$ cat src/design/table_huffman_bit_packer_assert.svh
// Assertion macros for the Huffman bit packer RTL.
// Included by the modules that check their own invariants; expects clk_i and rst_ni in scope.
`ifndef TABLE_HUFFMAN_BIT_PACKER_ASSERT_SVH
`define TABLE_HUFFMAN_BIT_PACKER_ASSERT_SVH

// Condition holds at every clock edge out of reset.
`define THP_ASSERT_ALWAYS(lbl, cond, msg) \
  lbl: assert property (@(posedge clk_i) disable iff (!rst_ni) (cond)) else $error(msg);

// Same-cycle implication.
`define THP_ASSERT_IMPL(lbl, ante, cons, msg) \
  lbl: assert property (@(posedge clk_i) disable iff (!rst_ni) (ante) |-> (cons)) \
    else $error(msg);

// Next-cycle implication.
`define THP_ASSERT_NEXT(lbl, ante, cons, msg) \
  lbl: assert property (@(posedge clk_i) disable iff (!rst_ni) (ante) |=> (cons)) \
    else $error(msg);

`endif

$ cat src/design/thp_pkg.sv
// Shared types and constants of the Huffman bit packer.
// No dependencies; imported by every module of the block except thp_ram.
`default_nettype none

package thp_pkg;

  localparam int MAX_CODE_BITS = 15;
  localparam int LEN_W         = 4;
  localparam int CODE_IN_W     = 15;
  localparam int BYTE_BITS     = 8;
  localparam int TABLE_DEPTH   = 257;
  localparam int IDX_W         = 9;
  localparam int TERMINATOR    = 256;
  localparam int ENTRY_W       = MAX_CODE_BITS + LEN_W;

  // Bit accumulator: at most BYTE_BITS-1 bits wait between items.
  localparam int ACC_W       = BYTE_BITS - 1;
  localparam int PEND_W      = $clog2(BYTE_BITS);
  localparam int VAL_W       = ACC_W + MAX_CODE_BITS;
  localparam int BURST_BYTES = (VAL_W + BYTE_BITS - 1) / BYTE_BITS;
  localparam int BURST_W     = BURST_BYTES * BYTE_BITS;
  localparam int TOT_W       = $clog2(VAL_W + 1);
  localparam int SH_W        = $clog2(BURST_W + 1);
  localparam int BCNT_W      = $clog2(BURST_BYTES + 1);

  localparam int QUEUE_DEPTH = 4;
  localparam int QPTR_W      = $clog2(QUEUE_DEPTH);
  localparam int QCNT_W      = $clog2(QUEUE_DEPTH + 1);

  typedef enum logic [1:0] {
    CMD_ENCODE = 2'd0,
    CMD_LOAD   = 2'd1,
    CMD_FLUSH  = 2'd2
  } thp_cmd_e;

  // One looked-up code, queued for the packer.
  typedef struct packed {
    logic                     is_flush;
    logic [MAX_CODE_BITS-1:0] code;
    logic [LEN_W-1:0]         len;
  } thp_entry_t;

  typedef struct packed {
    logic       valid;
    thp_entry_t entry;
  } thp_push_t;

endpackage

`default_nettype wire

$ cat src/design/thp_back.sv
// Packer: merges each queued code into the bit accumulator and emits bytes.
// Depends on thp_pkg; drives the output channel from its burst register.
`default_nettype none

`include "table_huffman_bit_packer_assert.svh"

module thp_back
  import thp_pkg::*;
(
  input  wire logic       clk_i,
  input  wire logic       rst_ni,
  input  wire logic       q_valid_i,
  input  wire thp_entry_t q_head_i,
  output logic            q_pop_o,
  output logic            out_valid_o,
  input  wire logic       out_stall_i,
  output logic [7:0]      out_byte_o,
  output logic            packet_end_o
);

  logic [ACC_W-1:0]   acc_q, acc_d;
  logic [PEND_W-1:0]  pend_q, pend_d;
  logic [BURST_W-1:0] burst_q, burst_d;
  logic [BCNT_W-1:0]  bcnt_q, bcnt_d;
  logic               bflush_q, bflush_d;

  logic               out_take;
  logic [VAL_W-1:0]   code_mask;
  logic [VAL_W-1:0]   val;
  logic [TOT_W-1:0]   total;
  logic [SH_W-1:0]    shamt;
  logic [BURST_W-1:0] aligned;
  logic [PEND_W-1:0]  rem;
  logic [VAL_W-1:0]   rem_mask;
  logic [BCNT_W-1:0]  full_bytes;
  logic [BCNT_W-1:0]  new_cnt;

  assign out_take = out_valid_o && !out_stall_i;
  assign q_pop_o  = q_valid_i &&
                    ((bcnt_q == '0) || ((bcnt_q == BCNT_W'(1)) && out_take));

  // Pending bits followed by the new code, right aligned.
  assign code_mask  = (VAL_W'(1) << q_head_i.len) - VAL_W'(1);
  assign val        = (VAL_W'(acc_q) << q_head_i.len) | (VAL_W'(q_head_i.code) & code_mask);
  assign total      = TOT_W'(pend_q) + TOT_W'(q_head_i.len);
  // Left align so the oldest bit lands in the top bit; the tail is zero padded.
  assign shamt      = SH_W'(BURST_W) - SH_W'(total);
  assign aligned    = BURST_W'(val) << shamt;
  assign rem        = total[PEND_W-1:0];
  assign rem_mask   = (VAL_W'(1) << rem) - VAL_W'(1);
  assign full_bytes = BCNT_W'(total / BYTE_BITS);
  assign new_cnt    = full_bytes + BCNT_W'(q_head_i.is_flush && (rem != '0));

  always_comb begin
    acc_d    = acc_q;
    pend_d   = pend_q;
    burst_d  = burst_q;
    bcnt_d   = bcnt_q;
    bflush_d = bflush_q;
    if (q_pop_o) begin
      burst_d  = aligned;
      bcnt_d   = new_cnt;
      bflush_d = q_head_i.is_flush;
      if (q_head_i.is_flush) begin
        acc_d  = '0;
        pend_d = '0;
      end else begin
        acc_d  = ACC_W'(val & rem_mask);
        pend_d = rem;
      end
    end else if (out_take) begin
      burst_d = burst_q << BYTE_BITS;
      bcnt_d  = bcnt_q - BCNT_W'(1);
    end
  end

  always_ff @(posedge clk_i) begin
    burst_q <= burst_d;
  end

  always_ff @(posedge clk_i or negedge rst_ni) begin
    if (!rst_ni) begin
      acc_q    <= '0;
      pend_q   <= '0;
      bcnt_q   <= '0;
      bflush_q <= 1'b0;
    end else begin
      acc_q    <= acc_d;
      pend_q   <= pend_d;
      bcnt_q   <= bcnt_d;
      bflush_q <= bflush_d;
    end
  end

  assign out_valid_o  = bcnt_q != '0;
  assign out_byte_o   = burst_q[BURST_W-1 -: 8];
  assign packet_end_o = bflush_q && (bcnt_q == BCNT_W'(1));

  `THP_ASSERT_ALWAYS(a_acc_clean, (VAL_W'(acc_q) >> pend_q) == '0, "stray accumulator bits")
  `THP_ASSERT_NEXT(a_flush_clears, q_pop_o && q_head_i.is_flush, (acc_q == '0) && (pend_q == '0),
    "flush left bits pending")

endmodule

`default_nettype wire

$ cat config.mk
export PLATFORM = sky130hd
export DESIGN_NAME = thp_back
export DESIGN_NICKNAME = d
export VERILOG_FILES = /design/src/design/thp_pkg.sv /design/src/design/thp_back.sv
export VERILOG_INCLUDE_DIRS = /design/src /design/src/design
export SDC_FILE = /design/constraint.sdc
export NUM_CORES = 1
export LEC_CHECK = 0
export BUFFER_PORTS_ARGS = -buffer_cell sky130_fd_sc_hd__buf_4
export CORE_MARGIN = 2
export CORE_UTILIZATION = 35
export CTS_CLUSTER_DIAMETER = 200
export DETAILED_ROUTE_END_ITERATION = 6
export PLACE_DENSITY_LB_ADDON = 0.05
export SYNTH_ARGS = -nofsm -noshare
export SYNTH_HDL_FRONTEND = slang
export SYNTH_SLANG_ARGS = --single-unit
$ cat constraint.sdc
create_clock -name clk_i -period 4.6 [get_ports clk_i]
set_clock_uncertainty 0.05 [all_clocks]
set_input_delay 0.46 -clock clk_i [delete_from_list [all_inputs] [get_ports clk_i]]
set_output_delay 0.46 -clock clk_i [all_outputs]
set_load 0.01 [all_outputs]
# Word-level counts from Yosys, hierarchy flattened
# Index checks and enable logic that the tools add are counted.
dict set report totals {
  register_bits 37
  in_bits 24
  output_inout_bits 11
  wordCells 36
}
dict set report classes {
  addsub 6
  eq_ne 1
  n_shift 4
  muxes 6
  bitwise_logic 3
  n_reduce_logical 11
}
# operator n
set ops {}
lappend ops {{$mux 24} 2}
lappend ops {{$shl 22x5->24} 1}
lappend ops {{$and 15x22->22} 1}
lappend ops {{$or 22x22->22} 1}
lappend ops {{$shl 1x4->22 const A} 1}
lappend ops {{$shl 7x4->22} 1}
lappend ops {{$sub 22x2->22 const B} 1}
lappend ops {{$and 7x7->7} 1}
lappend ops {{$mux 7} 1}
lappend ops {{$shl 1x3->7 const A} 1}
lappend ops {{$sub 7x2->7 const B} 1}
lappend ops {{$add 3x4->5} 1}
lappend ops {{$logic_and 1x1->1} 5}
lappend ops {{$sub 5x5->5 const A} 1}
lappend ops {{$mux 2} 2}
lappend ops {{$reduce_bool 2->1} 2}
lappend ops {{$mux 3} 1}
lappend ops {{$reduce_bool 3->1} 1}
lappend ops {{$add 2x1->2} 1}
lappend ops {{$eq 2x1->1 const B} 1}
lappend ops {{$logic_not 2->1} 1}
lappend ops {{$sub 2x1->2 const B} 1}
lappend ops {{$logic_not 1->1} 1}
lappend ops {{$logic_or 1x1->1} 1}

# Longest topological paths before layout
dict set report depth {
  word_depth 6
  mapped_depth 13
  depth_no_buf 12
}

# Worst setup path before layout
# OpenSTA, ideal clock, no wires.
dict set report synth_timing {
  path_type {input -> register}
  from {input q_head_i[1] (netlist name)}
  to {register burst_q[22] (data pin)}
  setup_time_ns 0.261
  t_arrival_ns 3.192
  required_time_ns 4.289
  path_slack_ns 1.097
  cell_stages 12
  n_path_buf 3
  path_cell_list {clkbuf_2 buf_2 or4_4 ha_1 clkbuf_1 xnor2_1 a32oi_1 o221ai_1 o31a_1 mux2_2 mux2_2 a221o_1}
}
dict set report synth_via {
  elab_chain_cells 6
  elab_cells_between_ends 9
  classes_between {add/sub (3); shift (3); mux (1); bitwise (2)}
}
# element line_no
set synth_rtl {}
lappend synth_rtl {{from (decl)} thp_back.sv:13} ;# input wire thp_entry_t q_head_i,
lappend synth_rtl {{$shl 1x4->22} thp_back.sv:43} ;# assign code_mask = (VAL_W'(1) << q_head_i.len) - VAL_W'(1);
lappend synth_rtl {{$sub 22x2->22} thp_back.sv:43}
lappend synth_rtl {{$and 15x22->22} thp_back.sv:44} ;# assign val = (VAL_W'(acc_q) << q_head_i.len) | (VAL_W'(q_head_i.code) & code_mask);
lappend synth_rtl {{$or 22x22->22} thp_back.sv:44}
lappend synth_rtl {{$shl 22x5->24 (*)} thp_back.sv:48} ;# assign aligned = BURST_W'(val) << shamt;
lappend synth_rtl {{$mux 24 (*)} thp_back.sv:60} ;# if (q_pop_o) begin
lappend synth_rtl {{via burst_d[22]} thp_back.sv:23} ;# logic [BURST_W-1:0] burst_q, burst_d;
lappend synth_rtl {{to (signal assigned)} thp_back.sv:78} ;# burst_q <= burst_d;
lappend synth_rtl {{to (decl)} thp_back.sv:23}
# Mark *: on every way through the listed nets, which the timed path passes. The rest lies on a longest branch.
# A chain may end at the register's enable or synchronous reset.

# Final worst setup path
dict set report layout_timing {
  from {input q_head_i[0] (netlist name)}
  to {register burst_q[22] (data pin)}
}
# The elaborated chain is that of the path after synthesis.

==> impl_metrics.toml <==
[clock_network]
cts_max_level = 2
cts_tree = "yes"
post_cts_resized = 0
cts_buffers = 5
clockRootBuffer = "clkbuf_16"
postCtsSetupRepairBufs = 0
cts_sinks = 37
clk_pin_slew_ns = 0.07
clkLatencyLatePin_ns = 0.30
cts.hold.buffers_added = 1
cts_buffer_depth = 2

[floorplan]
io_pins = 35
rows = 40
die_x_um = 114.7
core_area_sq_um = 11960
die_area_sq_um = 13140
start_util_pct = 35.83
die_h_um = 114.7

[status]
status = "completed"

[timing]
setup_tns_ns = 0
relSlewSlack_pct = 33.57
setup_viol = 0
finalHoldViolations = 0
worst_pin_slew_ns = 0.9964
fin_crit_ns = 3.825
min_period_over_period_pct = 83.16
rsz0062_at_grt = "no"
holdWs_ns = 0.3847
fmax_mhz = 261.4
slew_viol_final = 0

[placed_design]
dpl_cell_area_sq_um = 4568
gp_congestion = 0.9387
place_inst = 654
hpwl_mm = 10.57
portBuffers = 34

[synth]
synth_ff_type = "edfxtp_1"
synth_top_area_share_pct = 16.82
synth_area_leaders = "edfxtp_1 (17%), dfrtp_1 (7.6%), mux2i_1 (5.1%)"
syn-num-nets = 551
ys_seq_area_share_pct = 24.41
yosysTopAreaCell = "edfxtp_1"
syn_inst = 512
ys_ff_latch = 37
syn_area_sq_um = 4285
yosys_warnings = 0
synth_cell_types = 79
synth_area_per_cell_sq_um = 8.370
async_flop_share_pct = 35.14
synth_edf_count = 24

[layout]
drive_above_1_share_pct = 16.28
final_common_cell = "buf_4"
seq_area_sq_um = 1046
nFillCells = 1222
postLayoutCellArea_sq_um = 4746
final_cells = 663
area_growth_pct = 10.74
mostFrequentLayoutCells = "buf_4 (46), nand2_1 (42), nor2_1 (42)"
multi_input_area_sq_um = 2922
n_antenna_cell = 0
fin_nets = 554

[grt]
track_usage_pct = 22.63
grt_pass1_wl_mm = 22.96
grt_pass1_vias = 4015
grt_overflow = 0
antenna_found_initial = 0
grt_max_degree = 38

[hold_path]
worstHoldPathType = "input pin to register"

[power]
totalPowerFinal_mw = 3.821
vdd_drop_max_mv = 0.3595
p_per_area_nw_per_um2 = 805.2
p_leak_nw = 1.862

[route]
dr.pass1.iters = 7
drt_iter0_drc = 471
wl_mm = 14.52
vias_per_cell = 6.419
vias = 4256
ant_nets = 0
wire_per_inst_um = 21.90
drc = 0

[worst_setup_path]
critPathKind = "input pin to register"
cp.arrival_ns = 3.81
start_kind = "input pin"
cp_max_fo = 31
r2r_slack_ns = 0.90
critPathCaptureType = "register"
worstPathRequired_ns = 4.59

[run]
maxCapViolCount = 0
==> cell type report <==
type | instances | share of cell area [%]
multi-input cells | 405 | 61.56
clock buffers | 6 | 2.716
repair buffers | 47 | 7.487
well taps | 147 | 3.876
inverters | 19 | 1.503
clock inverters | 2 | 0.8173
flip-flops and latches | 37 | 22.04
==> kinds of logic (layout without fill, tap and decap cells) <==
| family | after synthesis | after routing | share of synthesized area (%) |
|---|---|---|---|
| simple gates | 160 | 160 | 18.51 |
| buf+inv | 70 | 74 | 7.503 |
| mux | 39 | 39 | 10.74 |
| xor+xnor | 10 | 10 | 2.365 |
| compound gates | 181 | 181 | 31.91 |
| fa+ha+maj | 15 | 15 | 4.555 |
| flops | 37 | 37 | 24.41 |
==> layer usage <==
| metal | vias to the layer above | track usage [%] | routed length, um |
|---|---|---|---|
| li1 | 2001 | - | - |
| met1 | 2060 | 32.68 | 6810 |
| met2 | 176 | 35.31 | 6560 |
| met3 | 19 | 2.541 | 828 |
| met4 | 0 | 7.073 | 322 |
| met5 | - | 0 | 0 |
==> worst paths after layout <==
path / from / endpoint / cells past startpoint
min in group asynchronous: rst_ni / pend_q[1] / 2
setup reg to reg: pend_q[0] / burst_q[22] / 8
hold / removal: q_head_i[19] / pend_q[0] / 2
hold reg to reg: bflush_q / bflush_q / 2
setup / recovery: q_head_i[0] / burst_q[22] / 9
max in group asynchronous: rst_ni / bcnt_q[1] / 2
==> Yosys cell counts, drive strengths merged (4+ instances only) <==
cell and instances:
buf 27, inv 18, o2111ai 11, nor3 7, o31ai 8, a2bb2oi 4, xnor2 7, edfxtp 24
a31o 5, a21o 4, or2 4, mux4 4, o211ai 15, mux2i 22, a32oi 6, nor4 5
ha 14, nand2b 10, o21ai 29, nand3 18, a22o 6, nor2b 8, a32o 4, o221ai 7
mux2 13, nor2 42, and2 8, nand2 42, o311a 4, a211o 4, clkbuf 24, o31a 5
o311ai 7, o22ai 5, dfrtp 13, a21oi 22
==> registers in the layout, summed over array words and instances, names as in the netlist <==
signal    count
pend_q        3
acc_q         7
burst_q      24
bflush_q      1
bcnt_q        2
==> through the flow <==
stage	setup WS, ns	utilization, %
final	0.7745	39.68
after global routing	0.5715	39.68
after CTS	0.8350	39.68
after detailed placement	0.5764	38.19
after global placement	0.5719	38.19
after floorplan	1.097	-
==> where the power goes <==
group	internal (mW)	switching, mW
Sequential	0.556	0.0868
Combinational	1.04	1.73
Clock	0.257	0.154
==> worst max-delay path, cell delays in order <==
cell and delay (ns):
buf_4 0.32, ha_1 0.27, fa_1 0.49, ha_1 0.51, buf_4 0.29, o32ai_1 0.64, mux2i_1 0.19, mux2_2 0.32
a221o_1 0.30
Note: power is estimated with default switching activity, not from simulation.
