**src/design/table_huffman_bit_packer_assert.svh**
```systemverilog
// Assertion macros for the Huffman bit packer RTL.
// Included by the modules that check their own invariants; expects clk_i and rst_ni in scope.
`ifndef TABLE_HUFFMAN_BIT_PACKER_ASSERT_SVH
`define TABLE_HUFFMAN_BIT_PACKER_ASSERT_SVH

// Condition holds at every clock edge out of reset.
`define THP_ASSERT_ALWAYS(lbl, cond, msg) \
  lbl: assert property (@(posedge clk_i) disable iff (!rst_ni) (cond)) else $error(msg);

// Same-cycle implication.
`define THP_ASSERT_IMPL(lbl, ante, cons, msg) \
  lbl: assert property (@(posedge clk_i) disable iff (!rst_ni) (ante) |-> (cons)) \
    else $error(msg);

// Next-cycle implication.
`define THP_ASSERT_NEXT(lbl, ante, cons, msg) \
  lbl: assert property (@(posedge clk_i) disable iff (!rst_ni) (ante) |=> (cons)) \
    else $error(msg);

`endif

```
**src/design/thp_pkg.sv**
```systemverilog
// Shared types and constants of the Huffman bit packer.
// No dependencies; imported by every module of the block except thp_ram.
`default_nettype none

package thp_pkg;

  localparam int MAX_CODE_BITS = 15;
  localparam int LEN_W         = 4;
  localparam int CODE_IN_W     = 15;
  localparam int BYTE_BITS     = 8;
  localparam int TABLE_DEPTH   = 257;
  localparam int IDX_W         = 9;
  localparam int TERMINATOR    = 256;
  localparam int ENTRY_W       = MAX_CODE_BITS + LEN_W;

  // Bit accumulator: at most BYTE_BITS-1 bits wait between items.
  localparam int ACC_W       = BYTE_BITS - 1;
  localparam int PEND_W      = $clog2(BYTE_BITS);
  localparam int VAL_W       = ACC_W + MAX_CODE_BITS;
  localparam int BURST_BYTES = (VAL_W + BYTE_BITS - 1) / BYTE_BITS;
  localparam int BURST_W     = BURST_BYTES * BYTE_BITS;
  localparam int TOT_W       = $clog2(VAL_W + 1);
  localparam int SH_W        = $clog2(BURST_W + 1);
  localparam int BCNT_W      = $clog2(BURST_BYTES + 1);

  localparam int QUEUE_DEPTH = 4;
  localparam int QPTR_W      = $clog2(QUEUE_DEPTH);
  localparam int QCNT_W      = $clog2(QUEUE_DEPTH + 1);

  typedef enum logic [1:0] {
    CMD_ENCODE = 2'd0,
    CMD_LOAD   = 2'd1,
    CMD_FLUSH  = 2'd2
  } thp_cmd_e;

  // One looked-up code, queued for the packer.
  typedef struct packed {
    logic                     is_flush;
    logic [MAX_CODE_BITS-1:0] code;
    logic [LEN_W-1:0]         len;
  } thp_entry_t;

  typedef struct packed {
    logic       valid;
    thp_entry_t entry;
  } thp_push_t;

endpackage

`default_nettype wire

```
**src/design/thp_queue.sv**
```systemverilog
// Short FIFO of looked-up codes between the front end and the packer.
// Depends on thp_pkg.
`default_nettype none

`include "table_huffman_bit_packer_assert.svh"

module thp_queue
  import thp_pkg::*;
(
  input  wire logic              clk_i,
  input  wire logic              rst_ni,
  input  wire thp_push_t         push_i,
  input  wire logic              pop_i,
  output logic                   valid_o,
  output thp_entry_t             head_o,
  output logic      [QCNT_W-1:0] count_o
);

  thp_entry_t        slot_q [QUEUE_DEPTH];
  logic [QPTR_W-1:0] wr_ptr_q, wr_ptr_d;
  logic [QPTR_W-1:0] rd_ptr_q, rd_ptr_d;
  logic [QCNT_W-1:0] count_q, count_d;
  logic              do_pop;

  assign do_pop  = pop_i && (count_q != '0);
  assign valid_o = count_q != '0;
  assign head_o  = slot_q[rd_ptr_q];
  assign count_o = count_q;

  always_comb begin
    wr_ptr_d = push_i.valid ? wr_ptr_q + QPTR_W'(1) : wr_ptr_q;
    rd_ptr_d = do_pop ? rd_ptr_q + QPTR_W'(1) : rd_ptr_q;
    count_d  = count_q + QCNT_W'(push_i.valid) - QCNT_W'(do_pop);
  end

  always_ff @(posedge clk_i) begin
    if (push_i.valid) begin
      slot_q[wr_ptr_q] <= push_i.entry;
    end
  end

  always_ff @(posedge clk_i or negedge rst_ni) begin
    if (!rst_ni) begin
      wr_ptr_q <= '0;
      rd_ptr_q <= '0;
      count_q  <= '0;
    end else begin
      wr_ptr_q <= wr_ptr_d;
      rd_ptr_q <= rd_ptr_d;
      count_q  <= count_d;
    end
  end

  `THP_ASSERT_IMPL(a_no_overflow, count_q == QCNT_W'(QUEUE_DEPTH), !push_i.valid, "queue overflow")
  `THP_ASSERT_IMPL(a_no_underflow, pop_i, count_q != '0, "pop from empty queue")

endmodule

`default_nettype wire

```
**config.mk**
```make
export PLATFORM = sky130hd
export DESIGN_NAME = thp_queue
export DESIGN_NICKNAME = d
export VERILOG_FILES = /design/src/design/thp_pkg.sv /design/src/design/thp_queue.sv
export VERILOG_INCLUDE_DIRS = /design/src /design/src/design
export SDC_FILE = /design/constraint.sdc
export NUM_CORES = 1
export LEC_CHECK = 0
export CAP_MARGIN = 25
export CORE_MARGIN = 4
export CORE_UTILIZATION = 55
export DETAILED_ROUTE_END_ITERATION = 8
export DONT_BUFFER_PORTS = 1
export GPL_TIMING_DRIVEN = 1
export PLACE_DENSITY = 0.79
export SLEW_MARGIN = 20
export SYNTH_ARGS = -nofsm -noshare
export SYNTH_HDL_FRONTEND = slang
export SYNTH_SLANG_ARGS = --single-unit
```
**constraint.sdc**
```tcl
create_clock -name clk_i -period 2.3 [get_ports clk_i]
set_input_delay 0.23 -clock clk_i [delete_from_list [all_inputs] [get_ports clk_i]]
set_output_delay 0.23 -clock clk_i [all_outputs]
set_load 0.01 [all_outputs]
```
== Yosys cells after proc, flatten, opt, wreduce, memory -nomap -nowiden ==
Memory sizes are Yosys's and may differ from the RTL's.
Cells that the tools add are included.
Storage, ports and cells
  flip-flop bits (word level): 7
  bits in writable memories: 80
  output and inout port bits: 24
  memories kept: 1
Cells by class
  add/sub/neg operators: 4
  muxes and demuxes: 2
  reductions and logical operators: 2
Memory list
  slot_q: depth 4, width 20, read ports 1, clocked after memory_dff 0, wr ports 1, RTL line thp_queue.sv:19  | thp_entry_t slot_q [QUEUE_DEPTH];
Operators by type and width (number)
  adder 2 x 1 -> 2 bit, second input constant: 2
  adder 3 x 1 -> 3 bit: 1
  nonzero test 3 bit: 1
  subtractor 3 x 1 -> 3 bit: 1
  two-way mux 1 bit: 2
  logical AND 1 bit: 1

== Depth between registers and ports, before layout ==
Gate-level depths: netlist (run 1).
  word-level depth: 3
  mapped depth: 7
  depth with buffers taken out: 7

== Worst setup path before layout (run 1) ==
No wires, ideal clock.
  kind: reg2reg
  from: register count_q[1] (netlist: count_o[1])
  to: register count_q[2] (netlist: count_o[2])
  setup time: 123 ps
  arrival: 1852 ps
  required time: 2177 ps
  path slack: 325 ps
  cell stages (with the launch flop): 8
  buffers on the path: 0
  cells stage by stage: dfrtp_1 o31a_1 ha_1 inv_1 ha_1 fa_1 xnor2_1 xnor2_1
On the way
  longest elaborated chain between the ends: 3
RTL lines
  start, declared: RTL line thp_queue.sv:22  | logic [QCNT_W-1:0] count_q, count_d;
  start signal, assigned: RTL line thp_queue.sv:50  | count_q <= count_d;
  nonzero test 3 bit: RTL line thp_queue.sv:25  | assign do_pop = pop_i && (count_q != '0);
  logical AND 1 bit: RTL line thp_queue.sv:25
  via do_pop: RTL line thp_queue.sv:23  | logic do_pop;
  subtractor 3 x 1 -> 3 bit: RTL line thp_queue.sv:33  | count_d = count_q + QCNT_W'(push_i.valid) - QCNT_W'(do_pop);
  via count_d[2]: RTL line thp_queue.sv:22
The timed path passes the listed nets, and every way through them passes these cells.
A chain may end at the register's enable or synchronous reset.

== Worst setup path after layout (run 1) ==
Same ends and word-level chain as after synthesis.

==> flow_summary.toml, run 1 <==
[detailed_routing]
first_pass_iters = 4
vias = 1409
remaining_drc_errors = 0
avgViaCountPerCell = 5.59
wl_um = 5230
first_iter_violations = 103
postRouteAntennaNets = 0
wire_per_inst_um = 20.8

[floorplan]
start_util_pct = 58.3
die_area_mm2 = 0.00728
die_x_um = 85.3
core_area_mm2 = 0.00564
core.rowCount = 27
io_pins = 48
die_h_um = 85.3

[synthesis]
ys_types = 17
ys_ff_latch = 87
synth_top_area_cell = "edfxtp_1"
yosysSeqAreaShare_pct = 78.4
synth_area_per_cell_um2 = 23.8
synth_edf_count = 80
synth_top_area_share_pct = 73.1
synth_area_leaders = "edfxtp_1, mux4_2, dfrtp_1"
synthFlopType = "edfxtp_1"
synthArstFlopShare_pct = 8.05
syn_nets = 169
netlist_area_mm2 = 0.00329
ys_warn_count = 0
synthCells = 138

[cts]
cts_setup_buffers = 0
clock-sinks = 87
cts_buffer_depth = 2
cts-root-buf = "clkbuf_8"
cts_tree = "yes"
cts_buffers = 9
clk_pin_slew_ns = 0.08
ctsResizeCount = 0
htreeDepth = 3
hold_buffers = 22
clkLatencyLatePin_ns = 0.34

[run_status]
status = "finished clean"

[critical_path]
slowest_stage = "dfrtp_1"
worst-path-max-fanout = 5
path_class = "reg2reg"
required_ns = 2.56
crit_path_start_kind = "flop"
max_stage_delay_ns = 0.46
arrival_ns = 2.43
cp-end-kind = "flop"
crit_chain = "o31a_1 -> ha_1 -> inv_1 -> ha_1 -> fa_1 -> xnor2_1 -> xnor2_1"

[global_route]
grt_pass1_vias = 1579
met3_usage_pct = 4.76
grt-busiest-layer = "met2"
grt.total_usage_pct = 16.0
use_met2_pct = 27.6
grt_max_degree = 21
grt_antenna_before_repair = 0
grtUsageMet1_pct = 17.8
grt_pass1_wl_um = 8340
grt_overflow = 0

[timing]
relSlewSlack_pct = 68.1
hold_viol_final = 0
finalCritPeriodShare_pct = 94.2
tns_ns = 0
setup_violations = 0
fin_crit_ns = 2.17
worst_slack_ns = 0.133
finClkSkew_ns = 0.00350
grt_setup_unrepaired = "false"
finalMaxSlewViolations = 0
fmax_mhz = 462
tightest_slew_ns = 0.479

[place]
dp.final_hpwl_um = 3360
globalplace.congestion = 0.721
io_buffers = 0
dp_slack_ns = 0.132
dp_cells = 214
dpl-instance-area_mm2 = 0.00343

[final_layout]
utilization_pct = 68.4
fin_nets = 206
drive_above_1_share_pct = 21.7
multiInputGateArea_um2 = 654
diodes = 0
syn2layout_area_growth_pct = 17.5
nFillCells = 329
regArea_mm2 = 0.00258
fin_area_mm2 = 0.00386
stdcell_count = 252

[hold_path]
hp-class = "in2reg"

[pwr]
ir_worst_vdd_uv = 918
leakage_nw = 1.31
powerDensity_mw_per_mm2 = 1200

[job]
maxCapViolCount = 0
==> synth_stat cells, types with 2 or more instances <==
master    instances
dfrtp_1           7
edfxtp_1         80
xnor2_1           3
buf_6             2
and2_1            4
xor2_1            2
mux4_2           18
inv_1             6
mux4_1            2
ha_1              6
buf_2             2
==> per-layer routing <==
metal	part of all wire (%)	vias to the layer above
met5	0	-
met2	54	40
li1	-	638
met4	1.8	0
met1	39	720
met3	5.3	11
==> sequential cells by signal (all words and copies together) (netlist names) <==
name and flops:
count_o 3, rd_ptr_q 2, slot_q 80, wr_ptr_q 2
==> worst max-delay path, delay by kind of cell (launching register included) <==
kind	cells	cell delay, ns
AO/OA/AOI/OAI	1	0.36
buffers and inverters	1	0.04
flip-flops	1	0.46
adder cells (fa/ha/maj)	3	0.87
XOR/XNOR	2	0.35
==> final cells by class <==
class                           instances  share of cell area (%)
Sequential cell                        87                    66.8
Multi-Input combinational cell         41                    16.9
Timing Repair Buffer                   30                    7.91
Clock buffer                            9                    3.21
Tap cell                               72                    2.33
Clock inverter                          7                    2.27
Inverter                                6                   0.583
==> stage by stage <==
step	hold slack, ns	power (mW)
6_report	0.0165	4.65
4_1_cts	0.00872	4.70
3_3_place_gp	-0.0653	3.49
5_1_grt	0.00970	4.89
3_5_place_dp	-0.0654	3.58
2_1_floorplan	-0.0656	3.22
==> kinds of logic after synthesis <==
family          count (synthesis)  synth area share [%]
mux                            20                  13.9
compound gates                  3                 0.685
flops                          87                  78.4
fa+ha+maj                       7                  2.89
simple gates                    6                  1.07
xor+xnor                        5                  1.33
buf+inv                        10                  1.67
==> report_power, final <==
| part | leakage [nW] | internal, mW | total, mW | switching [mW] |
|---|---|---|---|---|
| Combinational | 0.391 | 0.603 | 1.31 | 0.711 |
| Sequential | 0.817 | 2.09 | 2.24 | 0.156 |
| Clock | 0.102 | 0.602 | 1.10 | 0.494 |
==> final timing paths <==
check | cells past startpoint | slack [ns] | start | endpoint
setup / recovery | 7 | 0.13 | count_o[1]$_DFF_PN0_ | count_o[2]$_DFF_PN0_
hold / removal | 2 | 0.02 | push_i[20] | wr_ptr_q[1]$_DFFE_PN0P_
setup reg to reg | 7 | 0.13 | count_o[1]$_DFF_PN0_ | count_o[2]$_DFF_PN0_
hold reg to reg | 1 | 0.55 | wr_ptr_q[0]$_DFFE_PN0P_ | wr_ptr_q[0]$_DFFE_PN0P_
max in group asynchronous | 1 | 1.85 | rst_ni | rd_ptr_q[0]$_DFFE_PN0P_
min in group asynchronous | 1 | 0.21 | rst_ni | count_o[1]$_DFF_PN0_
==> placed cells by master (no fill, tap or decap), drive strengths merged, types with 2 or more instances in the layout <==
cell type,instances
dfrtp,7
xor2,2
ha,6
xnor2,3
edfxtp,80
dlygate4sd3,22
buf,8
clkinv,4
mux4,20
clkbuf,9
and2,4
inv,6
bufinv,2
(Power assumes the default switching activity.)
==> run 2, diff against run 1 <==
BUFFER_PORTS_ARGS = -buffer_cell sky130_fd_sc_hd__buf_2   (was unset)
CTS_CLUSTER_DIAMETER = 50   (was unset)
DONT_BUFFER_PORTS = unset   (was 1)
PLACE_DENSITY = 0.86   (was 0.79)
==> flow_summary.toml, run 2 (synthesis results as in run 1) <==
[global_route]
grt_pass1_wl_um = 9040
grt.total_usage_pct = 17.2
grt_overflow = 0
grt_antenna_before_repair = 0
grt_max_degree = 21
grt_pass1_vias = 1745

[cts]
ctsResizeCount = 0
cts_tree = "yes"
clk_pin_slew_ns = 0.08
cts_buffer_depth = 2
cts-root-buf = "clkbuf_8"
htreeDepth = 3
clkLatencyLatePin_ns = 0.34
clock-sinks = 87
cts_buffers = 9

[timing]
worst_slack_ns = 0.270
finClkSkew_ns = 0.00648
grt_setup_unrepaired = "false"
relSlewSlack_pct = 69.0
fmax_mhz = 493
hold_viol_final = 0
setup_violations = 0
finalCritPeriodShare_pct = 88.3
finalMaxSlewViolations = 0
tns_ns = 0
tightest_slew_ns = 0.459
fin_crit_ns = 2.03

[final_layout]
multiInputGateArea_um2 = 654
layout_commonest_cell = "edfxtp_1"
diodes = 0
max_flop_register = "slot_q"
largest_register_ffs = 80
utilization_pct = 67.9
nFillCells = 329
drive_above_1_share_pct = 41.3
final_cell_mix = "edfxtp_1, buf_2, mux4_2, clkbuf_8, buf_4"
fin_nets = 232
fin_area_mm2 = 0.00383
syn2layout_area_growth_pct = 16.6
regArea_mm2 = 0.00258

[floorplan]
core.rowCount = 27
io_pins = 48
start_util_pct = 58.3
die_x_um = 85.3
die_area_mm2 = 0.00728
die_h_um = 85.3
core_area_mm2 = 0.00564

[critical_path]
required_ns = 2.57
path_class = "reg2reg"
arrival_ns = 2.30
crit_path_start_kind = "flop"
r2r.worst_path.cells = 7
worst-path-max-fanout = 5
cp-end-kind = "flop"

[run_status]
status = "finished clean"

[place]
io_buffers = 47
dp_slack_ns = 0.249
globalplace.congestion = 0.647
dp.final_hpwl_um = 3770
dpl-instance-area_mm2 = 0.00364

[detailed_routing]
remaining_drc_errors = 0
wire_per_inst_um = 19.7
vias = 1539
avgViaCountPerCell = 5.54
first_iter_violations = 96
wl_um = 5470
first_pass_iters = 4
postRouteAntennaNets = 0

[pwr]
clockPowerShare_pct = 20.7
p_int_mw = 3.31
switching_share_pct = 29.3
p_seq_share_pct = 47.3
ir_worst_vdd_uv = 764
power_switching_mw = 1.37
powerDensity_mw_per_mm2 = 1220
comb_power_share_pct = 31.9
leakage_nw = 1.39

[hold_path]
hp-class = "in2reg"
holdPathStages = 1

[job]
maxCapViolCount = 0
==> run 2: cell types whose count changed in the layout (fill, tap and decap cells not counted) <==
cell / change
buf_12: -2
buf_2: +47
buf_4: +2
bufinv_16: -1
clkbuf_1: +3
clkinv_1: -2
clkinv_2: +1
clkinv_4: -1
dlygate4sd3_1: -21
==> run 2: layer usage <==
metal / vias to the layer above / GRT usage (%) / part of all wire (%)
met5: - / 0 / 0
met4: 0 / 9.06 / 2.6
met3: 11 / 3.79 / 4.6
met2: 51 / 29.2 / 54
met1: 787 / 20.6 / 39
li1: 690 / - / -
==> run 2: layout make-up <==
cell class	count	area share (%)
repair buffers	56	7.97
clock inverters	4	1.21
flip-flops and latches	87	67.3
multi-input cells	41	17.1
clock buffers	12	3.53
inverters	6	0.588
well taps	72	2.35
==> run 2: timing repair <==
item	CTS	global route
buffers inserted	0	0
hold buffers	1	0
endpoints found under the hold margin	7	0
==> run 2: power by group through the flow <==
stage / registers [mW] / logic (mW) / clock network [mW]
floorplan: 2.23 / 0.997 / 0
global placement: 2.21 / 1.46 / 0
detailed placement: 2.25 / 1.52 / 0
CTS: 2.22 / 1.55 / 0.982
global route: 2.24 / 1.65 / 1.09
finish: 2.22 / 1.50 / 0.971
==> run 2: path summary, 6_finish.rpt <==
path,startpoint,slack (ns),to
max reg2reg,count_o[1]$_DFF_PN0_,0.27,count_o[2]$_DFF_PN0_
min reg2reg,rd_ptr_q[1]$_DFFE_PN0P_,0.50,rd_ptr_q[1]$_DFFE_PN0P_
min in group asynchronous,rst_ni,0.25,count_o[0]$_DFF_PN0_
min,push_i[0],0.1,slot_q[0][0]$_DFFE_PP_
max in group asynchronous,rst_ni,1.89,wr_ptr_q[1]$_DFFE_PN0P_
max,count_o[1]$_DFF_PN0_,0.27,count_o[2]$_DFF_PN0_
==> run 2: worst max-delay path, stage by stage, from the launching register on <==
cell	delay, ns
dfrtp_1	0.42
o31a_1	0.34
ha_1	0.28
inv_1	0.04
ha_1	0.18
fa_1	0.39
xnor2_1	0.19
xnor2_1	0.13
==> run 2: through the flow <==
| stage | hold slack (ns) | cells | power [mW] |
|---|---|---|---|
| detailed placement | 0.0713 | 261 | 3.77 |
| global placement | 0.0619 | 261 | 3.67 |
| CTS | 0.0905 | 278 | 4.75 |
| floorplan | -0.0656 | 138 | 3.22 |
| finish | 0.0993 | 278 | 4.68 |
| global route | 0.0783 | 278 | 4.99 |
==> run 3, diff against run 2 <==
--- a/config.mk
+++ b/config.mk
@@ -13,2 +13,3 @@
 export CTS_CLUSTER_DIAMETER = 50
+export CTS_CLUSTER_SIZE = 28
 export DETAILED_ROUTE_END_ITERATION = 8
==> constraint.sdc (replaced) <==
create_clock -name clk_i -period 2.3 [get_ports clk_i]
set_input_delay 0.69 -clock clk_i [delete_from_list [all_inputs] [get_ports clk_i]]
set_output_delay 0.69 -clock clk_i [all_outputs]
set_load 0.01 [all_outputs]
==> flow_summary.toml, run 3 (synthesis results as in run 1) <==
[floorplan]
core.rowCount = 27
io_pins = 48
core_area_mm2 = 0.00564
die_x_um = 85.3
die_h_um = 85.3
die_area_mm2 = 0.00728
start_util_pct = 58.3

[final_layout]
layout_commonest_cell = "edfxtp_1"
max_flop_register = "slot_q"
largest_register_ffs = 80
fin_area_mm2 = 0.00408
final_cell_mix = "edfxtp_1, buf_2, mux4_2, buf_6, clkbuf_8"
syn2layout_area_growth_pct = 24.0
fin_nets = 238
drive_above_1_share_pct = 46.2
diodes = 0

[detailed_routing]
vias = 1580
avgViaCountPerCell = 5.56
remaining_drc_errors = 0
wl_um = 6620
first_pass_iters = 4
first_iter_violations = 93
wire_per_inst_um = 23.3
postRouteAntennaNets = 0

[timing]
grt_setup_unrepaired = "true"
setup_violations = 20
finalMaxSlewViolations = 0
relSlewSlack_pct = 70.6
tightest_slew_ns = 0.435
worst_slack_ns = -0.0736
hold_viol_final = 0
finalCritPeriodShare_pct = 103
fmax_mhz = 421
tns_ns = -0.884
hold_ws_ns = 0.156
finClkSkew_ns = 0.00816
fin_crit_ns = 2.37

[place]
globalplace.congestion = 0.661
dpl-instance-area_mm2 = 0.00367
io_buffers = 47
dp_slack_ns = 0.0365
dp.final_hpwl_um = 4060

[run_status]
status = "finished with violations"
violations = "negative setup slack"

[cts]
cts_buffers = 9
clock-sinks = 87
clk_pin_slew_ns = 0.08
cts-root-buf = "clkbuf_8"
cts_buffer_depth = 2
cts_tree = "yes"
clkLatencyLatePin_ns = 0.35
htreeDepth = 3

[global_route]
grt_pass1_wl_um = 9740
grt_max_degree = 21
grt.total_usage_pct = 19.0
grt_antenna_before_repair = 1
grt_pass1_vias = 1714
grt_overflow = 0

[critical_path]
cp-end-kind = "primary output"
worst-path-max-fanout = 5
required_ns = 1.61
crit_path_start_kind = "flop"
arrival_ns = 1.68
path_class = "reg2out"

[pwr]
leakage_nw = 1.49
comb_power_share_pct = 38.7
power_switching_mw = 1.57
switching_share_pct = 29.4
p_seq_share_pct = 41.8
p_total_mw = 5.34
ir_worst_vdd_uv = 903
powerDensity_mw_per_mm2 = 1310
p_int_mw = 3.77
clockPowerShare_pct = 19.5

[job]
maxCapViolCount = 0

[hold_path]
hp-class = "in2async"
run 3: changes by cell type in the layout (fill, tap and decap cells not counted), moves of 2 or more:
cell      before  now
mux4_2        18   20
buf_12         0    2
buf_2         47   32
mux4_1         2    0
clkbuf_8       9   14
buf_16         0    3
buf_6          0   17
clkbuf_1       3    0
run 3: cell type report:
cell class | count | area [um2]
Clock buffer | 14 | 193
Clock inverter | 2 | 11.3
Fill cell | 323 | 1570
Inverter | 6 | 22.5
Multi-Input combinational cell | 41 | 647
Sequential cell | 87 | 2580
Tap cell | 72 | 90.1
Timing Repair Buffer | 62 | 534
run 3: repair_timing:
action | 4_1_cts | 5_1_grt
hold buffers | 0 | 0
endpoints found under the setup margin | 20 | 20
gates cloned | 3 | 0
resized for setup | 18 | 5
buffers inserted | 4 | 0
run 3: per-layer routing:
layer  global-route usage, %  share of wire [%]
met5                       0               0.20
met4                    9.21                2.6
met3                    5.05                4.7
met2                    31.9                 55
met1                    22.8                 37
run 3: path summary, 6_finish.rpt:
kind / start / endpoint / slack [ns] / cells after the start
max: rd_ptr_q[0]$_DFFE_PN0P_ / head_o[19] / -0.07 / 4
min: rst_ni / wr_ptr_q[0]$_DFFE_PN0P_ / 0.16 / 1
max reg2reg: count_o[1]$_DFF_PN0_ / count_o[2]$_DFF_PN0_ / 0.23 / 7
min reg2reg: rd_ptr_q[1]$_DFFE_PN0P_ / rd_ptr_q[1]$_DFFE_PN0P_ / 0.50 / 1
max in group asynchronous: rst_ni / rd_ptr_q[0]$_DFFE_PN0P_ / 1.97 / 1
min in group clk_i: rd_ptr_q[1]$_DFFE_PN0P_ / rd_ptr_q[1]$_DFFE_PN0P_ / 0.50 / 1
run 3: through the flow:
step           utilization (%)  cells
2_1_floorplan                -    138
3_3_place_gp              65.1    262
3_5_place_dp              65.1    262
4_1_cts                   71.7    284
5_1_grt                   72.3    284
6_report                  72.3    284
run 3: power by group through the flow:
stage / registers, mW / clock network, mW / logic [mW]
detailed placement: 2.26 / 0 / 1.57
finish: 2.23 / 1.04 / 2.07
CTS: 2.23 / 1.05 / 2.01
global placement: 2.22 / 0 / 1.50
global route: 2.26 / 1.14 / 2.21
floorplan: 2.23 / 0 / 0.997
run 3: critical path, cell delays in order, from the launching register on:
cell and delay (ns):
dfrtp_2 0.39, buf_6 0.14, buf_12 0.13, mux4_2 0.54
buf_6 0.14
